`config.mk`:
```
export PLATFORM = sky130hd
export DESIGN_NAME = linear_queue_with_search
export DESIGN_NICKNAME = d
export VERILOG_FILES = /design/src/design/lqs_pkg.sv /design/src/design/linear_queue_with_search.sv
export SDC_FILE = /design/constraint.sdc
export NUM_CORES = 1
export LEC_CHECK = 0
export ABC_CLOCK_PERIOD_IN_PS = 5200
export BUFFER_PORTS_ARGS = -buffer_cell sky130_fd_sc_hd__buf_2
export CAP_MARGIN = 20
export CORE_MARGIN = 5
export CORE_UTILIZATION = 25
export CTS_CLUSTER_DIAMETER = 50
export DETAILED_ROUTE_END_ITERATION = 12
export MAX_ROUTING_LAYER = met4
export SYNTH_ARGS = -nofsm -noshare
export SYNTH_HDL_FRONTEND = slang
export SYNTH_SLANG_ARGS = --single-unit
```
`constraint.sdc`:
```
create_clock -name i_clk -period 5.2 [get_ports i_clk]
set_input_delay 1.04 -clock i_clk [delete_from_list [all_inputs] [get_ports i_clk]]
set_output_delay 1.04 -clock i_clk [all_outputs]
set_load 0.1 [all_outputs]
```
`src/design/lqs_pkg.sv`:
```
// ----------------------------------------------------------------------------
// lqs_pkg
// Field widths, command codes and status codes shared by the linear queue.
// ----------------------------------------------------------------------------
package lqs_pkg;

    // field widths
    localparam int CMD_W   = 2;
    localparam int WORD_W  = 32;
    localparam int STAT_W  = 2;
    localparam int FIDX_W  = 4;

    // command codes
    localparam logic [CMD_W-1:0] CMD_ENQUEUE = 2'd0;
    localparam logic [CMD_W-1:0] CMD_DEQUEUE = 2'd1;
    localparam logic [CMD_W-1:0] CMD_FIND    = 2'd2;

    // status codes
    localparam logic [STAT_W-1:0] ST_OK        = 2'd0;
    localparam logic [STAT_W-1:0] ST_FULL      = 2'd1;
    localparam logic [STAT_W-1:0] ST_EMPTY     = 2'd2;
    localparam logic [STAT_W-1:0] ST_NOT_FOUND = 2'd3;

    // word returned by a dequeue on an empty queue
    localparam logic [WORD_W-1:0] EMPTY_WORD = {WORD_W{1'b1}};

endpackage

```
`src/design/linear_queue_with_search.sv`:
```
// Sequence: enqueue, dequeue and the empty or unused cases register their result in
// S_WORK once the output is free; find on a non-empty queue goes on to S_SCAN, which
// reads one slot a cycle from the single-port store until a match or the tail.
// Throughput: one transaction at a time; the next is taken once the result is
// registered, even while that result still waits to be taken.
// Reset: synchronous, active low; head, tail, state and output valid clear; store kept.
// ----------------------------------------------------------------------------
// linear_queue_with_search
// Linear, non-wrapping queue of 32-bit words in a single-port memory, with
// enqueue, dequeue and a head-to-tail search for the first matching word.
// ----------------------------------------------------------------------------
module linear_queue_with_search #(
    parameter int DEPTH = 16
) (
    input  logic                         i_clk,
    input  logic                         i_rst_n,
    input  logic                         i_valid,
    output logic                         o_ready,
    input  logic [lqs_pkg::CMD_W-1:0]    i_command,
    input  logic signed [lqs_pkg::WORD_W-1:0] i_value,
    output logic                         o_valid,
    input  logic                         i_ready,
    output logic [lqs_pkg::STAT_W-1:0]   o_status,
    output logic signed [lqs_pkg::WORD_W-1:0] o_data_out,
    output logic [lqs_pkg::FIDX_W-1:0]   o_found_index
);
    import lqs_pkg::*;

    localparam int AW = (DEPTH > 1) ? $clog2(DEPTH) : 1;
    localparam int CW = $clog2(DEPTH + 1);
    localparam logic [CW-1:0] DEPTH_C = CW'(DEPTH);

    typedef enum logic [1:0] {
        S_IDLE,
        S_WORK,
        S_SCAN
    } t_state;

    t_state              r_state, n_state;
    logic [CW-1:0]       r_head, n_head;
    logic [CW-1:0]       r_tail, n_tail;
    logic [AW-1:0]       r_scan, n_scan;
    logic [CMD_W-1:0]    r_cmd;
    logic [WORD_W-1:0]   r_word;
    logic                r_out_valid;
    logic [STAT_W-1:0]   r_status;
    logic [WORD_W-1:0]   r_data;
    logic [FIDX_W-1:0]   r_index;

    logic [WORD_W-1:0]   mem [DEPTH];
    logic [WORD_W-1:0]   r_rd_data;
    logic                mem_we;
    logic                mem_re;
    logic [AW-1:0]       mem_addr;

    logic                in_fire;
    logic                out_free;
    logic                res_fire;
    logic [STAT_W-1:0]   res_status;
    logic [WORD_W-1:0]   res_data;
    logic [FIDX_W-1:0]   res_index;
    logic                is_empty;
    logic [CW-1:0]       scan_next;
    logic [AW+FIDX_W-1:0] scan_ext;

    assign o_ready       = (r_state == S_IDLE);
    assign in_fire       = i_valid && o_ready;
    assign out_free      = !r_out_valid || i_ready;
    assign is_empty      = (r_head >= r_tail);
    assign scan_next     = CW'(r_scan) + 1'b1;
    assign scan_ext      = (AW + FIDX_W)'(r_scan);

    assign o_valid       = r_out_valid;
    assign o_status      = r_status;
    assign o_data_out    = r_data;
    assign o_found_index = r_index;

    // decode the current transaction and step the scan
    always_comb begin
        n_state    = r_state;
        n_head     = r_head;
        n_tail     = r_tail;
        n_scan     = r_scan;
        mem_we     = 1'b0;
        mem_re     = 1'b0;
        mem_addr   = r_head[AW-1:0];
        res_fire   = 1'b0;
        res_status = ST_OK;
        res_data   = '0;
        res_index  = '0;
        case (r_state)
            S_IDLE: begin
                // start a read at the head for dequeue and find
                if (in_fire) begin
                    mem_re  = 1'b1;
                    n_state = S_WORK;
                end
            end
            S_WORK: begin
                if (r_cmd == CMD_FIND && !is_empty) begin
                    n_scan  = r_head[AW-1:0];
                    n_state = S_SCAN;
                end else if (out_free) begin
                    res_fire = 1'b1;
                    n_state  = S_IDLE;
                    case (r_cmd)
                        CMD_ENQUEUE: begin
                            if (r_tail >= DEPTH_C) begin
                                res_status = ST_FULL;
                            end else begin
                                mem_we   = 1'b1;
                                mem_addr = r_tail[AW-1:0];
                                n_tail   = r_tail + 1'b1;
                            end
                        end
                        CMD_DEQUEUE: begin
                            if (is_empty) begin
                                res_status = ST_EMPTY;
                                res_data   = EMPTY_WORD;
                            end else begin
                                res_data = r_rd_data;
                                n_head   = r_head + 1'b1;
                            end
                        end
                        CMD_FIND: begin
                            res_status = ST_EMPTY;
                        end
                        default: begin
                            res_status = ST_OK;
                        end
                    endcase
                end
            end
            S_SCAN: begin
                // compare the slot just read, then fetch the next one
                if (r_rd_data == r_word) begin
                    if (out_free) begin
                        res_fire  = 1'b1;
                        res_index = scan_ext[FIDX_W-1:0];
                        n_state   = S_IDLE;
                    end
                end else if (scan_next >= r_tail) begin
                    if (out_free) begin
                        res_fire   = 1'b1;
                        res_status = ST_NOT_FOUND;
                        n_state    = S_IDLE;
                    end
                end else begin
                    mem_re   = 1'b1;
                    mem_addr = scan_next[AW-1:0];
                    n_scan   = scan_next[AW-1:0];
                end
            end
            default: begin
                n_state = S_IDLE;
            end
        endcase
    end

    // single-port entry store, registered read
    always_ff @(posedge i_clk) begin
        if (mem_we) begin
            mem[mem_addr] <= r_word;
        end else if (mem_re) begin
            r_rd_data <= mem[mem_addr];
        end
    end

    // hold the transaction payload
    always_ff @(posedge i_clk) begin
        if (in_fire) begin
            r_cmd  <= i_command;
            r_word <= i_value;
        end
        r_scan <= n_scan;
    end

    // state, pointers and registered result
    always_ff @(posedge i_clk) begin
        if (!i_rst_n) begin
            r_state     <= S_IDLE;
            r_head      <= '0;
            r_tail      <= '0;
            r_out_valid <= 1'b0;
        end else begin
            r_state <= n_state;
            r_head  <= n_head;
            r_tail  <= n_tail;
            if (res_fire) begin
                r_out_valid <= 1'b1;
                r_status    <= res_status;
                r_data      <= res_data;
                r_index     <= res_index;
            end else if (i_ready) begin
                r_out_valid <= 1'b0;
            end
        end
    end

    // head never passes the tail, tail never passes the depth
    a_head_le_tail: assert property (@(posedge i_clk) disable iff (!i_rst_n)
        r_head <= r_tail)
        else $error("head passed tail");

    a_tail_le_depth: assert property (@(posedge i_clk) disable iff (!i_rst_n)
        r_tail <= DEPTH_C)
        else $error("tail passed depth");

    // scan stays inside the live part of the queue
    a_scan_range: assert property (@(posedge i_clk) disable iff (!i_rst_n)
        (r_state == S_SCAN) |-> (CW'(r_scan) >= r_head && CW'(r_scan) < r_tail))
        else $error("scan outside head to tail");

    // a result is only produced while a transaction is in progress
    a_result_from_work: assert property (@(posedge i_clk) disable iff (!i_rst_n)
        res_fire |-> (r_state != S_IDLE))
        else $error("result without transaction");

endmodule
```
==> results of run 1 <==
[where the power goes]
group / internal [mW] / switching, mW
combinational: 0.0840 / 0.279
sequential: 5.68 / 0.0763
clock: 2.74 / 1.94
[metrics by stage]
| stage | cell area [µm²] | hold slack [ps] | setup WS (ps) | util, % |
|---|---|---|---|---|
| after floorplan | 24950 | 474.6 | 476.0 | - |
| after detailed placement | 27360 | 527.9 | 580.5 | 27.71 |
| after global placement | 27360 | 492.9 | 654.5 | 27.71 |
| after global routing | 29500 | 568.5 | 302.2 | 29.88 |
| final | 29500 | 541.7 | 457.8 | 29.88 |
| after CTS | 29490 | 537.5 | 546.4 | 29.88 |
[worst max-delay path, cell delays in order, from the launching register on]
cell and delay (ps):
edfxtp_1 490, ha_1 270, xnor2_1 310, inv_1 100, ha_1 300, and4_1 210, a21oi_1 210, o21ai_1 200
a21oi_2 330, o21ai_1 180, a221oi_4 600, a21o_2 500, buf_4 420, nor2_4 70, buf_4 260
[registers in the layout, indices dropped and copies added (netlist names)]
| register | flops |
|---|---|
| mem | 512 |
| o_data_out | 32 |
| r_scan | 4 |
| r_state | 2 |
| r_tail | 5 |
| o_status | 2 |
| o_valid | 1 |
| o_found_index | 4 |
| r_cmd | 2 |
| r_rd_data | 32 |
| r_word | 32 |
| r_head | 5 |
[layout by cell type, fill, tap and decap left out, types with 7 or more instances in the layout]
| master | n |
|---|---|
| nor4_2 | 8 |
| edfxtp_1 | 620 |
| clkbuf_16 | 71 |
| nor2_1 | 19 |
| a32o_1 | 32 |
| clkinv_1 | 8 |
| buf_12 | 8 |
| xor2_1 | 34 |
| nand2_1 | 270 |
| nor2_4 | 18 |
| nor3_1 | 36 |
| clkbuf_1 | 9 |
| o21a_1 | 34 |
| clkinv_2 | 12 |
| mux2i_1 | 34 |
| inv_1 | 17 |
| ha_1 | 17 |
| buf_4 | 67 |
| a32oi_1 | 64 |
| nand4_1 | 7 |
| buf_2 | 77 |
| a21oi_1 | 81 |
| xnor2_1 | 8 |
| o22ai_1 | 67 |
| mux2_2 | 65 |
| dfxtp_1 | 13 |
[cells by family after synthesis]
group	share of synthesized area, %
DFF	75.67
and+or+nand+nor	6.786
AOI/OAI and AO/OA	8.868
buffers and inverters	2.046
muxes	4.298
xor gates and xnor gates	1.475
adders and majority gates	0.8526
[final cells by class]
type | count | area (µm²) | share of cell area, %
diodes | 1 | 2.502 | 0.008484
flip-flops and latches | 633 | 18880 | 64.00
clock buffers | 80 | 1810 | 6.138
well taps | 1287 | 1610 | 5.459
multi-input cells | 852 | 5754 | 19.51
repair buffers | 152 | 1049 | 3.555
clock inverters | 34 | 329.1 | 1.116
inverters | 17 | 63.81 | 0.2163
[final timing paths]
| kind | slack (ps) | from | end | cells past startpoint |
|---|---|---|---|---|
| worst max register to register | 460 | r_scan[0] | mem[14][5] | 14 |
| worst max-delay path | 460 | r_scan[0] | mem[14][5] | 14 |
| worst min register to register | 540 | r_state[1] | r_state[1] | 2 |
| worst min-delay path | 540 | r_state[1] | r_state[1] | 2 |
[metal layers]
layer / track usage (%) / routed length (µm) / part of all wire, %
met1: 16.06 / 28310 / 43
met2: 19.77 / 31430 / 47
met3: 2.767 / 4638 / 7.0
met4: 3.901 / 1866 / 2.8
met5: - / 0 / 0
==> results.ini, run 1 <==
[floorplanning]
die_w_um = 325.9
core_area_um2 = 98710
std_cell_rows = 115
dieArea_um2 = 106200
io_pins = 78
initial_core_util_pct = 25.27
die_h_um = 325.9

[finish]
fillerInstances = 9734
areaGrowthSynthToFinish_pct = 18.24
stdcell_count = 3056
fin_nets = 1779
drive_gt1_share_pct = 20.48

[yosys]
syn_nets = 1650
syn_area_per_cell_um2 = 15.64
synth_top_area_share_pct = 74.63
ys_seq_area_share_pct = 75.67
ys_top_cells_by_count = edfxtp_1 (620), nand2_1 (270), a21oi_1 (81)
synth_ff_type = edfxtp_1
synth.area.top_cells = edfxtp_1 (75%), nand2_1 (4.1%), mux2_2 (2.9%)
synth.most_common_cell = edfxtp_1
ys_warn_count = 0
synth_area_um2 = 24950
yosysTopAreaCell = edfxtp_1
async_flop_share_pct = 0
synth_edf_count = 620
synthCells = 1595
synth_seq_cells = 633
yosysUniqueCellTypes = 54

[clock_tree]
cts_tree = done
clockRootBuffer = clkbuf_16
post_cts_buffers = 0
cts-htree-levels = 3
cts_hold_buffers = 0
cts_buffers = 68
clock-sinks = 633
clk_path_buf_depth = 3
clkSlewWorstSetupHoldPaths_ps = 60
cts_resized = 0
insertion_delay_ps = 600

[global_routing]
grt_max_degree = 132
grt_pass1_wl_um = 96810
grt_antenna_before_repair = 3
gr-usage-all-layers_pct = 12.47
grt_overflow = 0
first_global_vias = 14510

[power_and_ir_drop]
power_mw = 10.81
p_leak_nw = 9.573
vdd.ir_drop.worst_uv = 247.6
power.density_nw_per_um2 = 366.5

[critical_path]
cp-end-kind = register
start_kind = register
worstPathMaxFanout = 19
worstPathArrival_ps = 5050
path_class = register to register
critical_path_required_ps = 5510

[route]
wl_um = 66250
antenna_left = 0
first_pass_iters = 5
vias_per_cell = 4.685
vias = 14320
drc = 0
detail_route.iter0.violations = 1334
wl_per_cell_um = 21.68

[run_status]
status = finished, final reports clean

[min_path]
hold_class = register to register

[timing]
timing.slew.headroom_pct = 37.12
rsz0062_at_grt = false
finalCritPeriodShare_pct = 91.20
clock_skew_ps = 20.59
worstMarginPinSlew_ps = 940.9
fin_crit_ps = 4742
finalSetupViolCount = 0
setup_tns_ps = 0
hold_violations = 0
slew_viol_final = 0
timing.fmax_mhz = 210.9

[place]
gp_congestion = 0.8412
hpwl_um = 41780
io_buffers = 77
dp.cells = 2941

[flow_run]
maxCapViolations = 0

Note: power is estimated with default switching activity, not from simulation.
==> run 2, diff against run 1 <==
Settings changed: REMOVE_ABC_BUFFERS set to 1.
==> run 2 against run 1 <==
Utilization grew 0.12 points. Combinational power shrank 5%. Via count is 0.37% higher. Non-clock buffer count shrank 7. Power grew 2.5%. Sequential share of layout area is 0.27 points lower.
==> results.ini, run 2 (same netlist as run 1, synthesis figures left out) <==
[route]
vias = 14370  ; +0.37%
wl_um = 64560  ; -2.5%
detail_route.iter0.violations = 1195  ; -10%
antenna_left = 0  ; unchanged
wl_per_cell_um = 21.06  ; -2.9%
first_pass_iters = 5  ; unchanged
vias_per_cell = 4.687  ; about the same
drc = 0  ; unchanged

[clock_tree]
clockRootBuffer = clkbuf_16
post_cts_buffers = 0  ; unchanged
clock-sinks = 633  ; unchanged
cts_buffers = 72  ; +5.9%
insertion_delay_ps = 630  ; +30 ps
cts-htree-levels = 3  ; unchanged
clk_path_buf_depth = 3  ; unchanged
cts_tree = done
cts_hold_buffers = 0  ; unchanged
cts_resized = 0  ; unchanged
clkSlewWorstSetupHoldPaths_ps = 60  ; about the same

[place]
pre_cts_ws_ps = 485.2  ; -95.26 ps
hpwl_um = 38120  ; -8.8%
gp_congestion = 0.8247  ; -2.0%
io_buffers = 77  ; unchanged
dp.cells = 2934  ; -0.24%

[global_routing]
grt_pass1_wl_um = 95530  ; -1.3%
grtUsageMet3_pct = 3.192  ; +0.43 points
grt_max_degree = 123  ; -6.8%
grt_antenna_before_repair = 0  ; -3
grt_overflow = 0  ; unchanged
first_global_vias = 14530  ; +0.14%
grt-busiest-layer = met2
grt_util_met2_pct = 18.90  ; -0.86 points
grtUsageMet1_pct = 15.96  ; -0.099 points
gr-usage-all-layers_pct = 12.18  ; -0.29 points

[finish]
layout_commonest_cell = edfxtp_1
utilization_pct = 30.01  ; +0.12 points
areaGrowthSynthToFinish_pct = 18.73
fin_nets = 1776  ; -0.17%
num_antenna_cells = 0  ; -1
regMostFlops = mem
stdcell_count = 3066  ; +0.33%
final_cell_mix = edfxtp_1 (620), nand2_1 (270), a21oi_1 (81)
seq_area_um2 = 18880  ; unchanged
fillerInstances = 9751  ; +0.17%
multi_input_area_um2 = 5754  ; unchanged
drive_gt1_share_pct = 20.40  ; -0.070 points
largest_reg_flops = 512  ; unchanged

[floorplanning]
io_pins = 78  ; unchanged
initial_core_util_pct = 25.27  ; unchanged
die_w_um = 325.9  ; unchanged
die_h_um = 325.9  ; unchanged
std_cell_rows = 115  ; unchanged
dieArea_um2 = 106200  ; unchanged
core_area_um2 = 98710  ; unchanged

[critical_path]
worstPathArrival_ps = 5190  ; +140 ps
start_kind = register
path_class = register to register
r2r_slack_ps = 380  ; -70 ps
reg2regPathDepth = 13  ; -1
critical_path_required_ps = 5580  ; +70 ps
cp-end-kind = register
r2r-start = r_scan[0]
worstPathMaxFanout = 26  ; +7
rr_endpoint = mem[14][22]

[power_and_ir_drop]
vdd.ir_drop.worst_uv = 219.6  ; -11%
power.density_nw_per_um2 = 374.2  ; +2.1%
p_leak_nw = 9.611  ; +0.40%

[timing]
worstMarginPinSlew_ps = 1076  ; +135.1 ps
finalCritPeriodShare_pct = 92.62  ; +1.4 points
timing.fmax_mhz = 207.6  ; -1.5%
fin_ws_ps = 383.7  ; -74.13 ps
finalSetupViolCount = 0  ; unchanged
hold_violations = 0  ; unchanged
fin_crit_ps = 4816  ; +74.12 ps
slew_viol_final = 0  ; unchanged
timing.slew.headroom_pct = 28.09  ; -9.0 points
rsz0062_at_grt = false
clock_skew_ps = 35.19  ; +14.60 ps

[flow_run]
maxCapViolations = 0  ; unchanged

[min_path]
hold_class = register to register
holdPathStages = 2  ; unchanged
hold_end = r_tail[4]
hold_start = r_tail[2]

[run_status]
status = finished, final reports clean

[run 2: changes by cell type in the layout (fill, tap and decap cells not counted), moves of 2 or more]
cell and delta:
clkinv_4 +4, clkbuf_1 +3, clkbuf_16 +2, buf_4 -5, clkinv_2 -2, clkinv_1 +7
buf_12 -2
[run 2: worst max path at each step]
stage,from,to,cells after the start,slack [ps]
5_1_grt,r_scan[0],r_rd_data[11],14,170
6_report,r_scan[0],mem[14][22],13,380
2_1_floorplan,r_scan[0],mem[12][0],11,-5330
3_3_place_gp,r_scan[0],mem[14][22],13,670
3_5_place_dp,r_scan[0],mem[14][6],13,490
4_1_cts,r_scan[0],mem[14][6],13,490
[run 2: critical path, cell delays in order (launching register included)]
cell and delay, ps:
edfxtp_1 470, ha_1 270, xnor2_1 350, inv_1 110, ha_1 310, and4_1 210, a21oi_1 210, o21ai_1 180
a21oi_2 310, o21ai_1 170, a221oi_4 570, a21o_2 720, nor2_4 390, buf_4 290
[run 2: final cells by class]
class                      count  area share, %
clock buffer                  85          6.319
clock inverter                47          1.588
inverter                      17         0.2154
multi-input combinational    852          19.43
sequential                   633          63.73
tap                         1287          5.437
timing repair buffer         145          3.278
[run 2: report_power, final]
part / switching, mW / internal, mW
Sequential: 0.0697 / 5.68
Combinational: 0.261 / 0.0853
Clock: 2.07 / 2.91
[run 2: routing by layer]
metal,vias up,wire [µm]
li1,6440,-
met1,7298,28290
met2,523,30040
met3,108,4616
met4,0,1612
met5,-,0
[run 2: stage by stage]
step	setup TNS (ps)	power, mW	instance area [µm²]	hold slack [ps]
final	0	11.08	29620	531.2
after global routing	0	11.44	29620	550.9
after CTS	0	11.20	29620	526.7
after detailed placement	0	6.211	27280	516.1
after global placement	0	6.201	27260	498.2
after floorplan	-1813910	6.032	24500	476.6
==> run 3, diff against run 2 <==
Settings changed: ABC_AREA set to 1.
==> run 3 against run 2 <==
Via count increased by 29%. Critical endpoint is now r_rd_data[26]. Setup slack improved by 520 ps. Fmax increased by 12%. Highest routed layer unchanged. Largest power group unchanged. Final area increased by 7.5%. Non-clock buffer count decreased by 12. Power increased by 8.4%.
==> results.ini, run 3 <==
[yosys]
synth_top_area_share_pct = 68.21  ; -6.4 points
ys_warn_count = 0  ; unchanged
synth_area_um2 = 27290  ; +9.4%
yosysTopAreaCell = edfxtp_1
synth.area.top_cells = edfxtp_1 (68%), nand2_1 (16%), nand3_1 (5.6%)
synth_edf_count = 620  ; unchanged
ys_top_cells_by_count = nand2_1 (1177), edfxtp_1 (620), nand3_1 (305)
ys_seq_area_share_pct = 69.17  ; -6.5 points
synth.most_common_cell = nand2_1
synthCells = 2601  ; +63%
synth_ff_type = edfxtp_1
async_flop_share_pct = 0  ; unchanged
yosysUniqueCellTypes = 36  ; -33%
syn_area_per_cell_um2 = 10.49  ; -33%
synth_seq_cells = 633  ; unchanged

[global_routing]
gr-usage-all-layers_pct = 12.69  ; +0.51 points
grt_antenna_before_repair = 1  ; +1
grt_max_degree = 211  ; +72%
grt_pass1_wl_um = 110600  ; +16%
grt_overflow = 0  ; unchanged
first_global_vias = 17540  ; +21%

[critical_path]
max_stage_delay_ps = 650  ; -70 ps
crit_buf_inv = 2  ; unchanged
reg2regPathDepth = 21  ; +8
cp-end-kind = register
cp.depth = 21  ; +8
start_kind = register
r2r_slack_ps = 900  ; +520 ps
critical_path.top_delay_family = simple AND/OR/NAND/NOR gates
worstPathMaxFanout = 203  ; +680%
crit_slowest_cell = buf_12
path_class = register to register
rr_endpoint = r_rd_data[26]
endpoint = r_rd_data[26]
cpMostUsedCell = nand2_1
path_cells = ha_1, xor2_1, ha_1, a21oi_1, o21bai_1, nor2_2, nand2_1, o21ai_1, nand2_1, nand3_2, nand2_8, nand2_8, buf_12, nand2_1, nand2_1, nand2_1, nand2_1, nand2_1, nand2_1, inv_1, nand2_1
critPathLaunch = r_scan[0]
critical_path_required_ps = 5700  ; +120 ps
worstPathArrival_ps = 4800  ; -390 ps
r2r-start = r_scan[0]

[timing]
slew_viol_final = 0  ; unchanged
hold_violations = 0  ; unchanged
finalCritPeriodShare_pct = 82.69  ; -9.9 points
worstMarginPinSlew_ps = 1340  ; +264.1 ps
timing.fmax_mhz = 232.6  ; +12%
rsz0062_at_grt = false
clock_skew_ps = 40.24  ; +5.053 ps
timing.slew.headroom_pct = 10.66  ; -17 points
finalSetupViolCount = 0  ; unchanged
fin_crit_ps = 4300  ; -516.2 ps

[floorplanning]
std_cell_rows = 121  ; +5.2%
dieArea_um2 = 115900  ; +9.1%
core_area_um2 = 108700  ; +10%
io_pins = 78  ; unchanged
die_w_um = 340.4  ; +4.5%
initial_core_util_pct = 25.11  ; -0.16 points
die_h_um = 340.4  ; +4.5%

[clock_tree]
clock-sinks = 633  ; unchanged
cts_hold_buffers = 0  ; unchanged
insertion_delay_ps = 630  ; about the same
post_cts_buffers = 0  ; unchanged
cts_buffers = 72  ; unchanged
clkSlewWorstSetupHoldPaths_ps = 60  ; about the same
clk_path_buf_depth = 3  ; unchanged
cts_resized = 0  ; unchanged
cts-htree-levels = 3  ; unchanged
clockRootBuffer = clkbuf_16
cts_tree = done

[power_and_ir_drop]
vdd.ir_drop.worst_uv = 223.7  ; +1.9%
p_leak_nw = 12.68  ; +32%
power.density_nw_per_um2 = 377.5  ; +0.88%
power_mw = 12.02  ; +8.4%

[route]
detail_route.iter0.violations = 1639  ; +37%
antenna_left = 0  ; unchanged
wl_per_cell_um = 17.75  ; -16%
vias = 18480  ; +29%
first_pass_iters = 5  ; unchanged
drc = 0  ; unchanged
wl_um = 73460  ; +14%
vias_per_cell = 4.467  ; -4.7%

[finish]
largest_reg_flops = 512  ; unchanged
fin_nets = 2729  ; +54%
areaGrowthSynthToFinish_pct = 16.65
final_area_um2 = 31840  ; +7.5%
final_cell_mix = nand2_1 (1176), edfxtp_1 (620), nand3_1 (304)
regMostFlops = mem
multi_input_area_um2 = 7405  ; +29%
drive_gt1_share_pct = 10.43  ; -10 points
fillerInstances = 11180  ; +15%
layout_commonest_cell = nand2_1
seq_area_um2 = 18880  ; unchanged

[place]
gp_congestion = 0.7941  ; -3.7%
dpl-instance-area_um2 = 29560  ; +8.4%
hpwl_um = 41090  ; +7.8%
io_buffers = 77  ; unchanged

[flow_run]
maxCapViolations = 0  ; unchanged

[min_path]
hold_class = register to register

[run_status]
status = finished, final reports clean

## run 3: cell type report
cell class / count / share of cell area (%)
clock inverter: 38 / 1.191
inverter: 155 / 1.827
multi-input combinational: 1679 / 23.26
antenna: 2 / 0.01572
timing repair buffer: 133 / 2.924
tap: 1414 / 5.557
clock buffer: 84 / 5.934
sequential: 633 / 59.29
## run 3: metrics by stage
stage	hold WS (ps)	worst slack, ps	std cells	utilization (%)	TNS [ps]
after CTS	470.1	974.3	4136	29.28	0
after global routing	483.0	532.2	4137	29.29	0
final	468.0	899.9	4138	29.29	0
after global placement	445.3	1004	4014	27.20	0
after floorplan	428.3	-4144	2467	-	-1808670
after detailed placement	455.4	1002	4014	27.20	0
## run 3: routing by layer
layer  up-vias  share of wire [%]  GRT usage (%)
met5         -                  0              -
met4         0                2.0          3.017
met3       101                6.9          2.768
met2       563                 45          18.99
met1      9002                 46          17.66
li1       8817                  -              -
## run 3: logic make-up after synthesis
| kind of cell | count (synthesis) | share of synthesized area (%) |
|---|---|---|
| adder cells (fa/ha/maj) | 17 | 0.7793 |
| flip-flops | 633 | 69.17 |
| AO/OA/AOI/OAI | 84 | 1.664 |
| buffers and inverters | 289 | 4.442 |
| XOR/XNOR | 25 | 0.8022 |
| AND/OR/NAND/NOR | 1553 | 23.15 |
## run 3: worst min-delay path by stage
stage | end | slack (ps) | startpoint | cells past startpoint
6_report | r_head[4] | 470 | r_head[4] | 1
5_1_grt | r_head[4] | 480 | r_head[4] | 1
4_1_cts | r_head[4] | 470 | r_head[4] | 1
3_5_place_dp | r_head[4] | 460 | r_head[4] | 1
3_3_place_gp | r_head[4] | 450 | r_head[4] | 1
2_1_floorplan | r_head[4] | 430 | r_head[4] | 1
## run 3: where the power goes
group / switching, mW / internal (mW)
registers: 0.106 / 5.73
logic: 0.913 / 0.337
clock network: 2.10 / 2.83
total: 3.12 / 8.90
## run 3: worst register-to-register path, cell delays in order, from the launching register on
cell	delay (ps)
edfxtp_1	480
ha_1	270
xor2_1	250
ha_1	290
a21oi_1	150
o21bai_1	90
nor2_2	250
nand2_1	80
o21ai_1	90
nand2_1	90
nand3_2	120
nand2_8	250
nand2_8	270
buf_12	660
nand2_1	420
nand2_1	100
nand2_1	50
nand2_1	90
nand2_1	50
nand2_1	90
inv_1	40
nand2_1	40
